[src/rtl/core/ll1_pkg.sv]
// ----------------------------------------------------------------------------
// ll1_pkg
// Types, codes and defaults shared by the predictive parse engine.
// ----------------------------------------------------------------------------
package ll1_pkg;

    localparam int STACK_DEPTH_D       = 64;
    localparam int TERMINAL_COUNT_D    = 64;
    localparam int NONTERMINAL_COUNT_D = 64;
    localparam int PRODUCTION_COUNT_D  = 256;
    localparam int MAX_PROD_LEN_D      = 8;
    localparam int EXPANSION_LIMIT     = 62;

    localparam logic [6:0] START_SYMBOL_RST = 7'd64;

    localparam logic [2:0] OP_TABLE = 3'd0;
    localparam logic [2:0] OP_PSYM  = 3'd1;
    localparam logic [2:0] OP_PLEN  = 3'd2;
    localparam logic [2:0] OP_START = 3'd3;
    localparam logic [2:0] OP_TOKEN = 3'd4;

    localparam logic [2:0] K_DONE     = 3'd0;
    localparam logic [2:0] K_EXPANDED = 3'd1;
    localparam logic [2:0] K_MATCHED  = 3'd2;
    localparam logic [2:0] K_ERROR    = 3'd3;
    localparam logic [2:0] K_ACCEPT   = 3'd4;
    localparam logic [2:0] K_REJECT   = 3'd5;

    typedef struct packed {
        logic [2:0] operation;
        logic [5:0] nonterminal_index;
        logic [5:0] terminal_code;
        logic [7:0] production_index;
        logic       entry_valid;
        logic [2:0] position;
        logic [6:0] symbol_code;
        logic [3:0] length;
        logic       token_is_end;
    } t_req;

    typedef struct packed {
        logic [2:0] kind;
        logic [7:0] used_production;
        logic       last;
    } t_res;

    // controller to datapath
    typedef struct packed {
        logic load;       // capture request
        logic wr_table;
        logic wr_psym;
        logic wr_plen;
        logic start;
        logic rd_top;     // read stack top
        logic rd_cell;    // read table cell for the top
        logic rd_len;     // read production length
        logic pop;
        logic push;       // push one symbol (reverse order)
        logic exp_begin;  // pop nonterminal, set push count
        logic clr_exp;
        logic end_parse;
    } t_cmd;

    // datapath to controller
    typedef struct packed {
        logic clearing;   // table clear after reset
        logic active;
        logic is_token;
        logic is_end;
        logic empty;
        logic top_term;
        logic top_match;
        logic hit;
        logic limit;      // expansion limit or overflow
        logic push_done;
        logic [7:0] prod;
    } t_sts;

endpackage

[src/rtl/core/ll1_ctrl.sv]
// ----------------------------------------------------------------------------
// ll1_ctrl
// Sequencer for loads, start and token expansion; drives the result strobe.
// ----------------------------------------------------------------------------
module ll1_ctrl (
    input  logic          i_clk,
    input  logic          i_rst_n,
    input  logic          i_start,
    input  logic [2:0]    i_op,
    input  ll1_pkg::t_sts i_sts,
    output ll1_pkg::t_cmd o_cmd,
    output logic          o_busy,
    output logic          o_valid,
    output ll1_pkg::t_res o_res
);
    typedef enum logic [7:0] {
        S_IDLE  = 8'b0000_0001,
        S_DEC   = 8'b0000_0010,
        S_TOP   = 8'b0000_0100,
        S_EVAL  = 8'b0000_1000,
        S_LOOK  = 8'b0001_0000,
        S_CHK   = 8'b0010_0000,
        S_PUSH  = 8'b0100_0000,
        S_REJ   = 8'b1000_0000
    } t_state;

    t_state        r_state, n_state;
    logic          r_valid, n_valid;
    ll1_pkg::t_res r_res, n_res;

    assign o_busy  = (r_state != S_IDLE) || i_sts.clearing;
    assign o_valid = r_valid;
    assign o_res   = r_res;

    always_comb begin
        n_state = r_state;
        n_valid = 1'b0;
        n_res   = '{kind: ll1_pkg::K_DONE, used_production: 8'd0, last: 1'b1};
        o_cmd   = '0;
        case (r_state)
            S_IDLE: begin
                if (i_start && !i_sts.clearing) begin
                    o_cmd.load = 1'b1;
                    n_state    = S_DEC;
                end
            end
            S_DEC: begin
                o_cmd.clr_exp = 1'b1;
                if (i_sts.is_token && i_sts.active) begin
                    n_state = S_TOP;
                end else begin
                    n_valid  = 1'b1;
                    n_res.kind = i_sts.is_token ? ll1_pkg::K_ERROR : ll1_pkg::K_DONE;
                    n_state  = S_IDLE;
                end
            end
            S_TOP: begin
                if (i_sts.empty) begin
                    n_valid    = 1'b1;
                    n_res.kind = i_sts.is_end ? ll1_pkg::K_ACCEPT : ll1_pkg::K_ERROR;
                    o_cmd.end_parse = i_sts.is_end;
                    n_state    = S_IDLE;
                end else begin
                    o_cmd.rd_top = 1'b1;
                    n_state = S_LOOK;
                end
            end
            S_LOOK: begin
                o_cmd.rd_cell = 1'b1;
                n_state = S_EVAL;
            end
            S_EVAL: begin
                n_state = S_IDLE;
                o_cmd.end_parse = i_sts.is_end;
                if (i_sts.top_term) begin
                    n_valid = 1'b1;
                    if (i_sts.is_end) n_res.kind = ll1_pkg::K_REJECT;
                    else if (i_sts.top_match) begin
                        n_res.kind = ll1_pkg::K_MATCHED;
                        o_cmd.pop  = 1'b1;
                    end else n_res.kind = ll1_pkg::K_ERROR;
                end else if (!i_sts.hit) begin
                    n_valid    = 1'b1;
                    o_cmd.pop  = 1'b1;
                    n_res.kind = i_sts.is_end ? ll1_pkg::K_REJECT : ll1_pkg::K_ERROR;
                end else begin
                    o_cmd.end_parse = 1'b0;
                    o_cmd.rd_len    = 1'b1;
                    n_state         = S_CHK;
                end
            end
            S_CHK: begin
                if (i_sts.limit) begin
                    n_valid    = 1'b1;
                    n_res.kind = ll1_pkg::K_ERROR;
                    n_res.last = ~i_sts.is_end;
                    o_cmd.end_parse = i_sts.is_end;
                    n_state    = i_sts.is_end ? S_REJ : S_IDLE;
                end else begin
                    o_cmd.exp_begin = 1'b1;
                    n_valid    = 1'b1;
                    n_res      = '{kind: ll1_pkg::K_EXPANDED,
                                   used_production: i_sts.prod, last: 1'b0};
                    n_state    = S_PUSH;
                end
            end
            S_PUSH: begin
                if (i_sts.push_done) n_state = S_TOP;
                else o_cmd.push = 1'b1;
            end
            S_REJ: begin
                n_valid    = 1'b1;
                n_res.kind = ll1_pkg::K_REJECT;
                n_state    = S_IDLE;
            end
            default: n_state = S_IDLE;
        endcase
        if (r_state == S_DEC && !(i_sts.is_token && i_sts.active)) begin
            o_cmd.wr_table = (i_op == ll1_pkg::OP_TABLE);
            o_cmd.wr_psym  = (i_op == ll1_pkg::OP_PSYM);
            o_cmd.wr_plen  = (i_op == ll1_pkg::OP_PLEN);
            o_cmd.start    = (i_op == ll1_pkg::OP_START);
        end
    end

    always_ff @(posedge i_clk) begin
        if (!i_rst_n) begin
            r_state <= S_IDLE;
            r_valid <= 1'b0;
        end else begin
            r_state <= n_state;
            r_valid <= n_valid;
        end
        r_res <= n_res;
    end
endmodule

[config.mk]
export PLATFORM = sky130hd
export DESIGN_NAME = ll1_ctrl
export DESIGN_NICKNAME = d
export VERILOG_FILES = /design/src/rtl/core/ll1_pkg.sv /design/src/rtl/core/ll1_ctrl.sv
export SDC_FILE = /design/constraint.sdc
export NUM_CORES = 1
export LEC_CHECK = 0
export ABC_AREA = 1
export BUFFER_PORTS_ARGS = -buffer_cell sky130_fd_sc_hd__buf_4
export CORE_AREA = 8 8 56 58
export DETAILED_ROUTE_END_ITERATION = 10
export DIE_AREA = 0 0 64 66
export PLACE_DENSITY = 0.81
export SLEW_MARGIN = 15
export SYNTH_ARGS = -nofsm -noshare
export SYNTH_HDL_FRONTEND = slang
export SYNTH_SLANG_ARGS = --single-unit
[constraint.sdc]
create_clock -name i_clk -period 2.1 [get_ports i_clk]
set_input_delay 0.21 -clock i_clk [delete_from_list [all_inputs] [get_ports i_clk]]
set_output_delay 0.21 -clock i_clk [all_outputs]
set_load 0.02 [all_outputs]
==> summary.md <==
| Metric | Value |
|---|---|
| Final instance area | `1490 µm²` |
| Power Internal | `522 µW` |
| Worst VDD drop | `0.000495 V` |
| Largest net degree at the start of global routing | `12` |
| Final Hold Viols | `0` |
| CTS root buffer | `clkbuf_4` |
| Setup total negative slack | `0 ns` |
| Congestion Overflow GR | `0` |
| Rows | `18` |
| CTS Buffer Depth | `2` |
| Netlist cell types | `20` |
| Initial Util | `0.456` |
| Fmax | `0.556 GHz` |
| DIE HEIGHT | `66 µm` |
| Syn Nets | `186` |
| P per Cell Area | `462 nW/µm²` |
| Die ar. | `4220 µm²` |
| Core Box Area | `2320 µm²` |
| DR pass1 iterations | `4` |
| CTS sink cnt | `21` |
| Routed len/inst | `11.4 µm` |
| Switching power total | `167 µW` |
| # diodes | `0` |
| CTS tree | `built` |
| Io pins | `51` |
| DRT iter0 DRCs | `77` |
| DR vias/cell | `roughly 4.7` |
| Number of max-cap violations | `0` |
| Crit-path max FO | `10` |
| H-tree levels | `1` |
| Resize count post-CTS | `0` |
| Cells after synthesis | `162` |
| Vias | `1149` |
| Crit path kind | `flip-flop to output port` |
| Yosys top cell by area | `dfxtp_1` |
| Unrepaired setup endpoints after global routing | `no` |
| Warnings from Yosys | `0` |
| Status | `complete, no violations` |
| Clock latency on the worst-skew pair | `0.30 ns` |
| Slowest-stage cell, CP | `dfxtp_1` |
| Pins Over Slew Limit | `0` |
| Most area-consuming cells after synthesis | `dfxtp_1, nand2_1, nor2_1` |
| Post-DRT Antenna Nets | `0` |
| I/O Buffers | `50` |
| Hold WC Path Type | `primary input to flip-flop` |
| CP peak stage delay | `0.35 ns` |
| Hpwl dp | `2410 µm` |
| Layout Nets | `240` |
| WL final | `2780 µm` |
| Worst EP required | `1.89 ns` |
| Yosys reg bits | `21` |
| Final Skew | `0.00321 ns` |
| Number of buffers created by CTS | `3` |
| CP Data Arrival Time | `1.59 ns` |
| GPL Wtd Cong | `roughly 0.9` |
| Die Wd | `64 µm` |
| Sequential-to-total area share from yosys stat | `0.398` |
| Endpoint type of the worst setup path | `output port` |
| # DRC | `0` |
| Sw frac | `0.242` |
| Final setup vio count | `0` |
| Clk pwr share | `0.274` |
| Vias in the first global route | `1144` |
| Initial antenna violation count | `0` |
| Fraction of final layout cells with drive strength greater than 1 | `0.307` |
| Area grow syn2layout | `40.8%` |
| Area after DPL | `1460 µm²` |
| CTS Hold Bufs | `0` |
| First-pass GRT wire length | `4810 µm` |
| Crit start category | `flip-flop` |
| Worst-margin pin slew | `around 0.26 ns` |
| Tcrit/Tclk final | `0.857` |
| Post-CTS Setup Bufs | `0` |
| Max_slew headroom | `0.823` |
| Leakage | `0.000836 µW` |
| Synthesized area | `~1100 µm²` |
| Met1 wire length | `a little over 1000 µm` |
| Bufs and invs on worst path | `2` |
| CP delay by family, top | `simple AND/OR/NAND/NOR gates` |
| Routed length on met2 | `1410 µm` |
| GRT Resource Usage Total | `0.136` |
| Top sig layer | `met4` |
| Crit path time final | `1.80 ns` |
| Clk pin slew, worst setup/hold paths | `about 0.11 ns` |
| Comb power frac | `0.140` |
| Syn_area_per_cell | `6.53 µm²` |
| Met3 wire length | `between 300 and 400 µm` |
| Synth top area share | `0.398` |
| CP cell instances | `nor2_2 > nand2_4 > inv_6 > nand3_2 > or2_1 > nor2_1 > buf_4` |
| Sequential share of power | `0.586` |
[layout make-up]
cell class,count,area [µm²]
inverters,31,121
clock buffers,4,26.3
multi-input cells,109,508
flip-flops and latches,21,420
repair buffers,50,375
well taps,30,37.5
fillers,212,831
[Yosys cell counts]
master,instances
inv_1,29
nand2_2,2
or2_2,1
o21ai_0,1
inv_6,1
clkinv_1,1
nand2_1,35
nand2_4,1
nand3_2,1
dfxtp_1,21
a21oi_1,3
nand4_1,6
or2_1,1
nand3b_1,2
nor3_1,4
nor2_4,2
nor2_2,5
nand3_1,12
buf_4,1
nor2_1,33
[logic make-up after synthesis]
kind of cell	count (synthesis)	synth area share
AOI/OAI and AO/OA	4	0.0189
buffers and inverters	32	0.122
DFF	21	0.398
and+or+nand+nor	105	0.462
[layer usage]
metal  GRT usage  up-vias
li1            -      601
met1       0.133      496
met2       0.250       50
met3      0.0627        2
met4      0.0474        0
met5           0        -
[through the flow]
step	worst slack, ns	total power (µW)	hold slack (ns)	std cells	util
3_3_place_gp	0.721	506	0.422	241	0.631
2_1_floorplan	0.595	458	0.289	162	-
4_1_cts	0.297	697	0.106	245	0.642
3_5_place_dp	0.639	509	0.433	241	0.631
6_report	0.301	688	0.114	245	0.642
5_1_grt	0.162	725	0.109	245	0.642
[layout by cell type, fill, tap and decap left out]
cell,instances
nor2_2,5
a21oi_1,3
clkbuf_1,1
nand2_4,1
or2_2,1
dfxtp_1,21
nand3_1,12
nand3_2,1
or2_1,1
nand4_1,6
nor2_4,2
inv_1,29
buf_4,50
clkinv_1,1
inv_6,1
o21ai_0,1
nor2_1,33
nor3_1,4
clkbuf_4,3
nand2_1,35
nand3b_1,2
nand2_2,2
[worst paths after layout]
check,slack (ns),startpoint,cells past startpoint,endpoint
setup reg to reg,0.90,r_state[6],7,r_state[2]
hold reg to reg,0.63,r_state[4],4,r_state[3]
hold / removal,0.11,i_sts[13],2,r_state[4]
setup / recovery,0.30,r_state[6],7,o_cmd[11]
[flip-flops by register name, indices dropped and copies added (netlist names)]
signal,count
r_state,8
o_valid,1
o_res,12
[power by group through the flow]
stage / clock network (µW) / logic, µW / registers (µW)
final: 188 / 96.4 / 404
after global routing: 214 / 107 / 404
after CTS: 196 / 96.8 / 404
after detailed placement: 0 / 96.6 / 413
after global placement: 0 / 93.5 / 412
after floorplan: 0 / 45.8 / 413
No activity file was read; power rests on OpenSTA's default activity.
